--- src/rtl/qots_pkg.sv ---
// shared types and codes for the quadratic outline decomposer
`default_nettype none

package qots_pkg;

  // point kind codes on the input; the unused codes 2 and 3 are treated as cubic
  localparam logic [1:0] KIND_ON    = 2'd0;
  localparam logic [1:0] KIND_CONIC = 2'd1;

  // result status
  typedef enum logic [1:0] {
    ST_SEGMENT   = 2'd0,
    ST_OFF_START = 2'd1,
    ST_CUBIC     = 2'd2
  } status_e;

  // slot of each coordinate within a packed result
  localparam int C_SX = 0;
  localparam int C_SY = 1;
  localparam int C_CX = 2;
  localparam int C_CY = 3;
  localparam int C_EX = 4;
  localparam int C_EY = 5;
  localparam int NumCoords = 6;

  typedef struct packed {
    status_e status;
    logic    closes;
    logic    last;
  } res_flags_t;

  // contour walker control state
  typedef struct packed {
    logic prev_conic;
    logic at_start;
    logic dropping;
  } walk_flags_t;

endpackage

`default_nettype wire

--- src/rtl/qots_step.sv ---
// per-point decode: next walker state and up to two segments
`default_nettype none

module qots_step #(
  parameter int CoordW = 24
) (
  input  logic [CoordW-1:0]                         pt_x_i,
  input  logic [CoordW-1:0]                         pt_y_i,
  input  logic [1:0]                                kind_i,
  input  logic                                      end_i,
  input  qots_pkg::walk_flags_t                     flags_i,
  input  logic [CoordW-1:0]                         first_x_i,
  input  logic [CoordW-1:0]                         first_y_i,
  input  logic [CoordW-1:0]                         prev_x_i,
  input  logic [CoordW-1:0]                         prev_y_i,
  input  logic [CoordW-1:0]                         cs_x_i,
  input  logic [CoordW-1:0]                         cs_y_i,
  output qots_pkg::walk_flags_t                     flags_o,
  output logic [CoordW-1:0]                         first_x_o,
  output logic [CoordW-1:0]                         first_y_o,
  output logic [CoordW-1:0]                         prev_x_o,
  output logic [CoordW-1:0]                         prev_y_o,
  output logic [CoordW-1:0]                         cs_x_o,
  output logic [CoordW-1:0]                         cs_y_o,
  output logic [1:0]                                res_valid_o,
  output logic [qots_pkg::NumCoords-1:0][CoordW:0]  res0_o,
  output logic [qots_pkg::NumCoords-1:0][CoordW:0]  res1_o,
  output qots_pkg::res_flags_t                      flg0_o,
  output qots_pkg::res_flags_t                      flg1_o
);
  import qots_pkg::*;

  localparam int OutW = CoordW + 1;
  typedef logic [NumCoords-1:0][OutW-1:0] coords_t;

  // doubled point, exact 1/128 pixel value
  function automatic logic [OutW-1:0] dbl(input logic [CoordW-1:0] a);
    return {a, 1'b0};
  endfunction

  function automatic logic [OutW-1:0] sum2(input logic [CoordW-1:0] a,
                                           input logic [CoordW-1:0] b);
    return {a[CoordW-1], a} + {b[CoordW-1], b};
  endfunction

  function automatic coords_t mk_line(input logic [CoordW-1:0] ax,
                                      input logic [CoordW-1:0] ay,
                                      input logic [CoordW-1:0] bx,
                                      input logic [CoordW-1:0] by);
    coords_t c;
    c[C_SX] = dbl(ax);
    c[C_SY] = dbl(ay);
    c[C_CX] = sum2(ax, bx);
    c[C_CY] = sum2(ay, by);
    c[C_EX] = dbl(bx);
    c[C_EY] = dbl(by);
    return c;
  endfunction

  function automatic coords_t mk_curve(input logic [CoordW-1:0] ax,
                                       input logic [CoordW-1:0] ay,
                                       input logic [CoordW-1:0] qx,
                                       input logic [CoordW-1:0] qy,
                                       input logic [CoordW-1:0] bx,
                                       input logic [CoordW-1:0] by);
    coords_t c;
    c[C_SX] = dbl(ax);
    c[C_SY] = dbl(ay);
    c[C_CX] = dbl(qx);
    c[C_CY] = dbl(qy);
    c[C_EX] = dbl(bx);
    c[C_EY] = dbl(by);
    return c;
  endfunction

  logic [OutW-1:0]   sum_x, sum_y;
  logic [CoordW-1:0] mid_x, mid_y;

  // implied on-curve point, floor of the half sum
  assign sum_x = sum2(prev_x_i, pt_x_i);
  assign sum_y = sum2(prev_y_i, pt_y_i);
  assign mid_x = sum_x[OutW-1:1];
  assign mid_y = sum_y[OutW-1:1];

  always_comb begin
    flags_o     = flags_i;
    first_x_o   = first_x_i;
    first_y_o   = first_y_i;
    prev_x_o    = prev_x_i;
    prev_y_o    = prev_y_i;
    cs_x_o      = cs_x_i;
    cs_y_o      = cs_y_i;
    res_valid_o = 2'b00;
    res0_o      = '0;
    res1_o      = '0;
    flg0_o      = '{status: ST_SEGMENT, closes: 1'b0, last: 1'b0};
    flg1_o      = '{status: ST_SEGMENT, closes: 1'b0, last: 1'b1};

    if (flags_i.dropping) begin
      if (end_i) begin
        flags_o.dropping = 1'b0;
        flags_o.at_start = 1'b1;
      end
    end else if (flags_i.at_start) begin
      if (kind_i != KIND_ON) begin
        res_valid_o    = 2'b01;
        flg0_o.status  = ST_OFF_START;
        flg0_o.closes  = 1'b1;
        flags_o.dropping = !end_i;
      end else begin
        first_x_o          = pt_x_i;
        first_y_o          = pt_y_i;
        prev_x_o           = pt_x_i;
        prev_y_o           = pt_y_i;
        cs_x_o             = pt_x_i;
        cs_y_o             = pt_y_i;
        flags_o.prev_conic = 1'b0;
        flags_o.at_start   = 1'b0;
        if (end_i) begin
          // single-point contour closes onto itself
          res_valid_o      = 2'b01;
          res0_o           = mk_line(pt_x_i, pt_y_i, pt_x_i, pt_y_i);
          flg0_o.closes    = 1'b1;
          flags_o.at_start = 1'b1;
        end
      end
    end else begin
      case (kind_i)
        KIND_ON: begin
          res_valid_o[0] = 1'b1;
          if (flags_i.prev_conic) begin
            res0_o = mk_curve(cs_x_i, cs_y_i, prev_x_i, prev_y_i, pt_x_i, pt_y_i);
          end else begin
            res0_o = mk_line(prev_x_i, prev_y_i, pt_x_i, pt_y_i);
          end
          prev_x_o           = pt_x_i;
          prev_y_o           = pt_y_i;
          flags_o.prev_conic = 1'b0;
          if (end_i) begin
            res_valid_o[1]   = 1'b1;
            res1_o           = mk_line(pt_x_i, pt_y_i, first_x_i, first_y_i);
            flg1_o.closes    = 1'b1;
            flags_o.at_start = 1'b1;
          end
        end
        KIND_CONIC: begin
          if (flags_i.prev_conic) begin
            res_valid_o[0] = 1'b1;
            res0_o = mk_curve(cs_x_i, cs_y_i, prev_x_i, prev_y_i, mid_x, mid_y);
            cs_x_o = mid_x;
            cs_y_o = mid_y;
            if (end_i) begin
              res_valid_o[1] = 1'b1;
              res1_o = mk_curve(mid_x, mid_y, pt_x_i, pt_y_i, first_x_i, first_y_i);
              flg1_o.closes = 1'b1;
            end
          end else begin
            cs_x_o = prev_x_i;
            cs_y_o = prev_y_i;
            if (end_i) begin
              res_valid_o[0] = 1'b1;
              res0_o = mk_curve(prev_x_i, prev_y_i, pt_x_i, pt_y_i,
                                first_x_i, first_y_i);
              flg0_o.closes = 1'b1;
            end
          end
          prev_x_o           = pt_x_i;
          prev_y_o           = pt_y_i;
          flags_o.prev_conic = 1'b1;
          if (end_i) begin
            flags_o.at_start = 1'b1;
          end
        end
        default: begin
          // cubic control points are not supported
          res_valid_o      = 2'b01;
          flg0_o.status    = ST_CUBIC;
          flg0_o.closes    = 1'b1;
          flags_o.at_start = 1'b1;
          flags_o.dropping = !end_i;
        end
      endcase
    end

    flg0_o.last = !res_valid_o[1];
  end

endmodule

`default_nettype wire

--- src/rtl/qots_out_buf.sv ---
// two-entry result buffer, takes one or two results per cycle while it has room for them
`default_nettype none

module qots_out_buf #(
  parameter int OutW = 25
) (
  input  logic                                    clk_i,
  input  logic                                    rst_ni,
  input  logic [1:0]                              push_i,
  input  logic [qots_pkg::NumCoords-1:0][OutW-1:0] data0_i,
  input  logic [qots_pkg::NumCoords-1:0][OutW-1:0] data1_i,
  input  qots_pkg::res_flags_t                    flg0_i,
  input  qots_pkg::res_flags_t                    flg1_i,
  output logic [1:0]                              free_o,
  output logic                                    valid_o,
  input  logic                                    ready_i,
  output logic [qots_pkg::NumCoords-1:0][OutW-1:0] data_o,
  output qots_pkg::res_flags_t                    flg_o
);
  import qots_pkg::*;

  logic [NumCoords-1:0][OutW-1:0] mem_q [2];
  res_flags_t                     flg_q [2];
  logic [1:0] count_q, count_d, npush;
  logic       rd_q, rd_d, wr_q, wr_d;
  logic       pop;

  assign valid_o = (count_q != 2'd0);
  assign pop     = valid_o && ready_i;
  assign data_o  = mem_q[rd_q];
  assign flg_o   = flg_q[rd_q];
  // space left after this cycle's transfer out
  assign free_o  = 2'd2 - count_q + {1'b0, pop};

  // push_i[1] only ever comes with push_i[0]
  assign npush   = {1'b0, push_i[0]} + {1'b0, push_i[1]};
  assign count_d = count_q + npush - {1'b0, pop};
  assign wr_d    = wr_q ^ npush[0];
  assign rd_d    = rd_q ^ pop;

  always_ff @(posedge clk_i or negedge rst_ni) begin
    if (!rst_ni) begin
      count_q <= 2'd0;
      rd_q    <= 1'b0;
      wr_q    <= 1'b0;
    end else begin
      count_q <= count_d;
      rd_q    <= rd_d;
      wr_q    <= wr_d;
    end
  end

  always_ff @(posedge clk_i) begin
    if (push_i[0]) begin
      mem_q[wr_q] <= data0_i;
      flg_q[wr_q] <= flg0_i;
    end
    if (push_i[1]) begin
      mem_q[~wr_q] <= data1_i;
      flg_q[~wr_q] <= flg1_i;
    end
  end

endmodule

`default_nettype wire

--- src/rtl/quadratic_outline_to_segments.sv ---
// top level: glyph outline points in, quadratic segments out
//
//   channel  handshake               payload
//   point    in_valid_i/in_ready_o   point_x_i point_y_i point_kind_i contour_end_i
//   segment  out_valid_o/out_ready_i start/ctrl/end x,y  status closes last_of_run
//
// one point per cycle; a point that yields two segments (contour end) needs two
// output transfers, and the input stalls only while the buffer lacks room for
// all of a point's segments.
// path: point register, decode, then the two-entry result buffer, so a
// segment is visible only after both the point register and the buffer.
// reset returns the walker to a contour start and empties both stages.
// output stall backs up through the buffer into the point register.
`default_nettype none

module quadratic_outline_to_segments #(
  parameter int COORD_BITS = 24
) (
  input  logic                  clk_i,
  input  logic                  rst_ni,
  input  logic                  in_valid_i,
  output logic                  in_ready_o,
  input  logic [COORD_BITS-1:0] point_x_i,
  input  logic [COORD_BITS-1:0] point_y_i,
  input  logic [1:0]            point_kind_i,
  input  logic                  contour_end_i,
  output logic                  out_valid_o,
  input  logic                  out_ready_i,
  output logic [COORD_BITS:0]   start_x_o,
  output logic [COORD_BITS:0]   start_y_o,
  output logic [COORD_BITS:0]   ctrl_x_o,
  output logic [COORD_BITS:0]   ctrl_y_o,
  output logic [COORD_BITS:0]   end_x_o,
  output logic [COORD_BITS:0]   end_y_o,
  output logic [1:0]            status_o,
  output logic                  closes_contour_o,
  output logic                  last_of_run_o
);
  import qots_pkg::*;

  localparam int OutW = COORD_BITS + 1;

  // point register
  logic                  pv_q;
  logic [COORD_BITS-1:0] px_q, py_q;
  logic [1:0]            pk_q;
  logic                  pe_q;

  // walker state
  walk_flags_t           flags_q, flags_d;
  logic [COORD_BITS-1:0] first_x_q, first_y_q, prev_x_q, prev_y_q, cs_x_q, cs_y_q;
  logic [COORD_BITS-1:0] first_x_d, first_y_d, prev_x_d, prev_y_d, cs_x_d, cs_y_d;

  logic [1:0]                    res_valid, free, need, push;
  logic [NumCoords-1:0][OutW-1:0] res0, res1, res_out;
  res_flags_t                    flg0, flg1, flg_out;
  logic                          fire;

  qots_step #(.CoordW(COORD_BITS)) u_step (
    .pt_x_i      (px_q),
    .pt_y_i      (py_q),
    .kind_i      (pk_q),
    .end_i       (pe_q),
    .flags_i     (flags_q),
    .first_x_i   (first_x_q),
    .first_y_i   (first_y_q),
    .prev_x_i    (prev_x_q),
    .prev_y_i    (prev_y_q),
    .cs_x_i      (cs_x_q),
    .cs_y_i      (cs_y_q),
    .flags_o     (flags_d),
    .first_x_o   (first_x_d),
    .first_y_o   (first_y_d),
    .prev_x_o    (prev_x_d),
    .prev_y_o    (prev_y_d),
    .cs_x_o      (cs_x_d),
    .cs_y_o      (cs_y_d),
    .res_valid_o (res_valid),
    .res0_o      (res0),
    .res1_o      (res1),
    .flg0_o      (flg0),
    .flg1_o      (flg1)
  );

  // the held point retires once the buffer has room for all its results
  assign need       = {1'b0, res_valid[0]} + {1'b0, res_valid[1]};
  assign fire       = pv_q && (need <= free);
  assign push       = fire ? res_valid : 2'b00;
  assign in_ready_o = !pv_q || fire;

  always_ff @(posedge clk_i or negedge rst_ni) begin
    if (!rst_ni) begin
      pv_q    <= 1'b0;
      flags_q <= '{prev_conic: 1'b0, at_start: 1'b1, dropping: 1'b0};
      first_x_q <= '0;
      first_y_q <= '0;
      prev_x_q  <= '0;
      prev_y_q  <= '0;
      cs_x_q    <= '0;
      cs_y_q    <= '0;
    end else begin
      if (in_ready_o) begin
        pv_q <= in_valid_i;
      end
      if (fire) begin
        flags_q   <= flags_d;
        first_x_q <= first_x_d;
        first_y_q <= first_y_d;
        prev_x_q  <= prev_x_d;
        prev_y_q  <= prev_y_d;
        cs_x_q    <= cs_x_d;
        cs_y_q    <= cs_y_d;
      end
    end
  end

  always_ff @(posedge clk_i) begin
    if (in_valid_i && in_ready_o) begin
      px_q <= point_x_i;
      py_q <= point_y_i;
      pk_q <= point_kind_i;
      pe_q <= contour_end_i;
    end
  end

  qots_out_buf #(.OutW(OutW)) u_out_buf (
    .clk_i   (clk_i),
    .rst_ni  (rst_ni),
    .push_i  (push),
    .data0_i (res0),
    .data1_i (res1),
    .flg0_i  (flg0),
    .flg1_i  (flg1),
    .free_o  (free),
    .valid_o (out_valid_o),
    .ready_i (out_ready_i),
    .data_o  (res_out),
    .flg_o   (flg_out)
  );

  assign start_x_o        = res_out[C_SX];
  assign start_y_o        = res_out[C_SY];
  assign ctrl_x_o         = res_out[C_CX];
  assign ctrl_y_o         = res_out[C_CY];
  assign end_x_o          = res_out[C_EX];
  assign end_y_o          = res_out[C_EY];
  assign status_o         = flg_out.status;
  assign closes_contour_o = flg_out.closes;
  assign last_of_run_o    = flg_out.last;

endmodule

`default_nettype wire
--- config.mk ---
export PLATFORM = sky130hd
export DESIGN_NAME = quadratic_outline_to_segments
export DESIGN_NICKNAME = d
export VERILOG_FILES = /design/src/rtl/qots_pkg.sv /design/src/rtl/qots_step.sv /design/src/rtl/qots_out_buf.sv /design/src/rtl/quadratic_outline_to_segments.sv
export SDC_FILE = /design/constraint.sdc
export NUM_CORES = 2
export LEC_CHECK = 0
export BUFFER_PORTS_ARGS = -buffer_cell sky130_fd_sc_hd__buf_2
export CORE_MARGIN = 2
export CORE_UTILIZATION = 40
export CTS_CLUSTER_DIAMETER = 100
export DETAILED_ROUTE_END_ITERATION = 8
export GPL_TIMING_DRIVEN = 1
export PLACE_DENSITY = 0.59
export SYNTH_ARGS = -nofsm -noshare
export SYNTH_HDL_FRONTEND = slang
export SYNTH_SLANG_ARGS = --single-unit
--- constraint.sdc ---
create_clock -name clk_i -period 13.3 [get_ports clk_i]
set_clock_uncertainty 0.1 [all_clocks]
set_input_delay 2.66 -clock clk_i [delete_from_list [all_inputs] [get_ports clk_i]]
set_output_delay 2.66 -clock clk_i [all_outputs]
set_load 0.01 [all_outputs]
Yosys cells after proc, flatten, opt, wreduce, memory -nomap -nowiden
Memory sizes are Yosys's and may differ from the RTL's.
Index checks and enable logic that the tools add are counted.
- flip-flop bits (word level): 203
- latch bits: 0
- bits in writable memories: 308
- memory bits (read-only): 0
- bits of input ports: 55
- output and inout port bits: 156
- logic and storage cells: 116
- memories kept: 2
- add/subtract/negate cells: 12
- multipliers: 0
- divide/modulo/power cells: 0
- $lt $le $gt $ge: 1
- equality and inequality tests: 3
- shifts and indexed selects: 0
- multiplexer cells: 57
- bitwise logic cells: 5
- reduce and logical (&&, ||, !) cells: 19
- memory list (memory ; depth ; bits a word ; rd ports ; clocked after Yosys merged registers in ; write ports ; line ; RTL):
    u_out_buf.mem_q ; 2 ; 150 ; 1 ; 0 ; 2 ; qots_out_buf.sv:22 ; logic [NumCoords-1:0][OutW-1:0] mem_q [2];
    u_out_buf.flg_q ; 2 ; 4 ; 1 ; 0 ; 2 ; qots_out_buf.sv:23 ; res_flags_t flg_q [2];
- operators with widths (cell ; number):
    150-bit 2-to-1 mux ; 11
    150-bit one-hot mux with 2 select lines ; 2
    24-bit 2-to-1 mux ; 12
    24-bit by 24-bit adder with 25-bit output ; 6
    100-bit 2-to-1 mux ; 1
    1-bit 2-to-1 mux ; 16
    2-bit 2-to-1 mux ; 8
    4-bit AND reduction ; 4
    3-bit 2-to-1 mux ; 3
    2-bit nonzero test ; 4
    1-bit one-hot mux with 2 select lines ; 3
    1-bit by 1-bit adder with 2-bit output ; 2
    2-bit != test (second input constant) ; 2
    2-bit one-hot mux with 2 select lines ; 1
    1-bit logical AND ; 3
    1-bit logical NOT ; 3
    1-bit NOT ; 3
    3-bit nonzero test ; 1
    2-bit by 1-bit adder with 2-bit output ; 1
    2-bit adder ; 1
    2-bit by 1-bit equality test with 1-bit output (second input constant) ; 1
    2-bit less-or-equal comparator ; 1
    2-bit logical NOT ; 1
    2-bit AND reduction ; 1
    other kinds (5) ; 6

Depth between registers and ports, before layout
- word-level depth: 12
- mapped depth: 20
- mapped depth without buffers: 16

Cells and area by module
Synthesis repeated with hierarchy kept, for this count alone.
- cells, all modules: 3436
- area total of the unflattened synthesis: 36572.6 µm²
- by module, submodules not included (module ; instances ; cells an instance ; area an instance (µm²) ; sequential area each (µm²)):
    qots_out_buf ; 1 ; 847 ; 16325.7 ; 9349.0
    qots_step ; 1 ; 2210 ; 13040.0 ; 0.0
    quadratic_outline_to_segments ; 1 ; 379 ; 7206.9 ; 5236.3

Worst setup path before layout
OpenSTA, ideal clock, no wires.
- path type: input to register
- start point: input out_ready_i
- end point: memory u_out_buf.flg_q[1][1] in the netlist's numbering, enable pin
- data arrival time: 6.895 ns
- path slack: 5.052 ns
- stages on the path: 12
- path buffers: 2
- cell sequence: nand2_1 -> ha_1 -> xor2_1 -> ha_1 -> nor2b_1 -> o21ai_1 -> and2_1 -> clkbuf_1 -> and2_1 -> nand2b_1 -> clkbuf_1 -> nand2_1
- RTL lines (item ; line ; RTL):
    start, declared ; quadratic_outline_to_segments.sv:28 ; input logic out_ready_i,
    end, declared ; qots_out_buf.sv:23 ;

Final worst setup path
- start point: input out_ready_i
- end point: output in_ready_o
- word-level cells in the longest chain between the ends: 5
- ends and longest elaborated chain (item ; line ; RTL):
    1-bit logical AND ; qots_out_buf.sv:29 ; assign pop = valid_o && ready_i;
    2-bit by 1-bit adder with 2-bit output ; qots_out_buf.sv:33 ; assign free_o = 2'd2 - count_q + {1'b0, pop};
    2-bit less-or-equal comparator ; quadratic_outline_to_segments.sv:87 ; assign fire = pv_q && (need <= free);
    1-bit logical AND ; quadratic_outline_to_segments.sv:87 ;
    1-bit logical OR ; quadratic_outline_to_segments.sv:89 ; assign in_ready_o = !pv_q || fire;
    end, declared ; quadratic_outline_to_segments.sv:22 ; output logic in_ready_o,
Every way passes these cells.

==> impl_results.md <==
* Final worst-path cycle share at 0.529
* Hold Path Class: register to register
* CTS tree: built
* Mean post-synth cell area at between 9 and 10 um2
* Number of setup violations in the final report at 0
* Core area at 78600 um2
* Hold_buf cts at 0
* Routed vias at 28385
* Fmax at 0.142 GHz
* Share of cells above drive strength 1 at 0.186
* Startpoint types: input port
* Warnings from Yosys at 0
* H-tree Lvls at 2
* CTS Sinks at 503
* RSZ-0062 raised after global routing: no
* Part of the Yosys area used for sequential elements at 0.451
* Drt via density at 6.23
* Gr usage total at 0.303
* Max-slew violations at 0
* Post-synth EDFFs at 345
* Largest net degree at the start of global routing at 85
* GPL Wtd Cong at 0.986
* Clock Path Buffers at 3
* Psw at 0.00475 W
* Post-DRT Antenna Nets at 0
* Arr. time, crit path at 4.27 ns
* Max incr delay on CP at 0.32 ns
* Synth unique cells at 85
* Reg2reg setup slack at about 6.9 ns
* Crit-path slowest cell: o21ai_1
* Combinational Power Share at 0.538
* Antenna violations before repair at 7
* DRC at 0
* Wirelength per Cell at 27.9 um
* I/O pin count at around 210
* Root Driver: clkbuf_16
* Clock-pin slew on the worst setup and hold paths at 0.06 ns
* Fin crit period at around 7.0 ns
* Fin area at 35500 um2
* Clock Latency Late Sink at 0.65 ns
* Mapped Cells at between 3000 and 4000
* Crit path max fanout at 3
* Nets at 3615
* Die area at 81400 um2
* Switching portion of total power at 0.479
* Sequential Power Share at 0.301
* CTS-repair resized insts at 0
* Clock power share at 0.161
* Crit path capture type: output pin
* Power density cells at about 280 nW/um2
* Worst slack, placed at 6.25 ns
* Hold Violations, Final at 0
* Total CTS buffers at 59
* Drt total wl at 127000 um
* Top FF cell, synth: edfxtp_1
* DRT iter0 DRCs at 4140
* Worst vdd ir at approximately 0.10 mV
* Critical Path RT at between 10 and 15 ns
* Post-CTS setup buffers at 0
* DP Area at 33600 um2
* Measured slew at the worst slew-check pin at 1.41 ns
* Total power draw at 0.00992 W
* Post-synthesis register bit count at approximately 500
* Post-DP HPWL at 88700 um
* P_leak at 13.4 nW
* First-pass GRT wire length at 182000 um
* Initial core utilization at 0.403
* Async set-reset flop share out of synthesis at 0.302
* Crit path cell chain: buf_2 -> nand2_1 -> ha_1 -> xor2_1 -> ha_1 -> nor2b_1 -> o21ai_1 -> inv_1 -> nand2_1 -> buf_2
* Vias in the first global route at 25703
* Synth-to-layout area growth at 12.1%
* Worst path bufs/invs at 3
* PnR worst setup slack at ~6.3 ns
* Setup TNS at 0 ns
* Hold Slack at 0.366 ns
* GRT overflow at 0
* Outcome: completed
* Top Family by Delay on Critical Path: adder cells
* Die height at 285 um
* Row cnt at ~100
* Rel. slew slack at 0.0571
* Port buffer count at 206
* Critical path class: input port to output pin
* Max-cap violation count at 0
* Internal at 0.00517 W
* Mapped cell area at 31700 um2
* Die width at 285 um
* Drt pass-1 iters at 8
area by class of cell:
cell class / count / area, um2
antenna: 7 / 17.5
clock inverter: 35 / 310
timing repair buffer: 272 / 1530
inverter: 45 / 170
sequential: 503 / 14300
fill: 7526 / 43100
multi-input combinational: 2572 / 16300
clock buffer: 75 / 1570
tap: 1050 / 1310
cells in the mapped netlist, types with 6 or more instances:
cell | count | area share
ha_1 | 103 | 0.041
a211oi_1 | 44 | 0.010
a221oi_1 | 31 | 0.0086
and3_1 | 25 | 0.0049
a21oi_1 | 265 | 0.042
nand2b_1 | 29 | 0.0057
clkbuf_1 | 184 | 0.022
o21ai_0 | 402 | 0.064
nor2b_1 | 31 | 0.0061
nor3_1 | 27 | 0.0043
o21a_1 | 11 | 0.0026
nand4_1 | 18 | 0.0036
o21ai_1 | 11 | 0.0017
a22o_1 | 12 | 0.0033
a32oi_1 | 16 | 0.0044
a221o_1 | 21 | 0.0066
o2111ai_1 | 6 | 0.0017
nor2_1 | 168 | 0.020
a21boi_0 | 9 | 0.0021
dfxtp_1 | 6 | 0.0038
a211o_1 | 11 | 0.0030
buf_2 | 42 | 0.0066
a22oi_1 | 39 | 0.0092
nand2_1 | 608 | 0.072
o211ai_1 | 26 | 0.0062
edfxtp_1 | 345 | 0.33
and2_1 | 23 | 0.0045
buf_1 | 20 | 0.0024
o31ai_1 | 17 | 0.0040
buf_4 | 7 | 0.0017
inv_1 | 44 | 0.0052
xor2_1 | 26 | 0.0072
nand3_1 | 52 | 0.0082
dfrtp_1 | 151 | 0.12
or3_1 | 23 | 0.0045
xnor2_1 | 57 | 0.016
or2_2 | 10 | 0.0020
a21o_1 | 41 | 0.0097
mux2i_1 | 29 | 0.0092
mux2_2 | 242 | 0.086
a31oi_1 | 36 | 0.0071
a2111oi_0 | 7 | 0.0019
o21bai_1 | 9 | 0.0021
o22ai_1 | 9 | 0.0018
worst reg2reg max path, cell delays in order (launching register included):
cell	delay (ns)
edfxtp_1	0.35
buf_4	0.28
inv_1	0.11
buf_4	0.40
nand2_1	0.16
a211oi_1	0.77
nor2_1	0.19
ha_1	0.25
ha_1	0.28
nor2b_1	0.13
o21ai_1	0.32
and2_1	0.37
and2_1	0.35
nand2b_4	0.36
nand2_4	0.62
buf_4	0.84
state kept, by name, summed over array words and instances, names as in the netlist, 2 cells and up:
name,cells
first_x_q,24
flags_q,3
u_out_buf.mem_q,292
first_y_q,24
cs_x_q,24
u_out_buf.count_q,2
cs_y_q,24
prev_y_q,24
pk_q,2
prev_x_q,24
py_q,24
u_out_buf.flg_q,8
px_q,24
power groups by stage:
stage | Combinational [W] | Sequential, W | Clock, W
2_1_floorplan | 0.00349 | 0.00271 | 0
3_3_place_gp | 0.00514 | 0.00297 | 0
3_5_place_dp | 0.00515 | 0.00299 | 0
4_1_cts | 0.00518 | 0.00296 | 0.00161
5_1_grt | 0.00569 | 0.00303 | 0.00168
6_report | 0.00534 | 0.00299 | 0.00159
worst paths after layout:
check / start / end / cells after the start
setup / recovery: out_ready_i / in_ready_o / 10
hold / removal: u_out_buf.flg_q[1][0] / u_out_buf.flg_q[1][0] / 2
setup reg to reg: pk_q[0] / u_out_buf.mem_q[1][131] / 15
hold reg to reg: u_out_buf.flg_q[1][0] / u_out_buf.flg_q[1][0] / 2
max in group asynchronous: rst_ni / flags_q[2] / 3
min in group asynchronous: rst_ni / first_x_q[20] / 1
metal layers:
metal  up-vias  track usage  routed length (um)  part of all wire
met1     13678        0.451               54500              0.43
li1      12567            -                   -                 -
met4         6       0.0965                4340             0.034
met2      1871        0.399               49800              0.39
met3       263        0.113               18500              0.15
met5         -            0                  40           0.00031
stage by stage:
step,instances,util
2_1_floorplan,3377,-
3_3_place_gp,4442,0.427
3_5_place_dp,4442,0.427
4_1_cts,4552,0.451
5_1_grt,4552,0.451
6_report,4559,0.451
placed cells by master, fill, tap and decap left out, drive strengths merged, types with 10 or more instances in the layout:
cell type / synthesis / final
or2: 12 / 12
clkbuf: 186 / 75
o31ai: 19 / 19
dfrtp: 151 / 151
clkinv: 0 / 25
a221o: 21 / 21
o211ai: 26 / 26
a21boi: 10 / 10
nor2: 169 / 169
and3: 25 / 25
nand2: 608 / 608
a21oi: 269 / 269
mux2: 242 / 242
a221oi: 31 / 31
nand3: 52 / 52
a31oi: 36 / 36
ha: 103 / 103
a21o: 41 / 41
o21ai: 413 / 413
a22o: 12 / 12
o21a: 11 / 11
and2: 23 / 23
buf: 70 / 272
nor2b: 31 / 31
nor3: 27 / 27
mux2i: 29 / 29
a32oi: 16 / 16
inv: 45 / 46
nand4: 18 / 18
xnor2: 58 / 58
a22oi: 39 / 39
edfxtp: 345 / 345
a211oi: 45 / 45
or3: 23 / 23
nand2b: 29 / 29
xor2: 26 / 26
a211o: 11 / 11
cell families (layout without fill, tap and decap cells):
| logic type | Yosys count | after routing | share of synthesized area |
|---|---|---|---|
| simple gates | 1031 | 1031 | 0.140 |
| xor+xnor | 84 | 84 | 0.0235 |
| other cells | 1 | 11 | 0.000118 |
| buf+inv | 302 | 427 | 0.0388 |
| fa+ha+maj | 107 | 107 | 0.0432 |
| flops | 503 | 503 | 0.451 |
| mux | 271 | 271 | 0.0953 |
| compound gates | 1075 | 1075 | 0.208 |
Power figures use the tool's default switching activity.
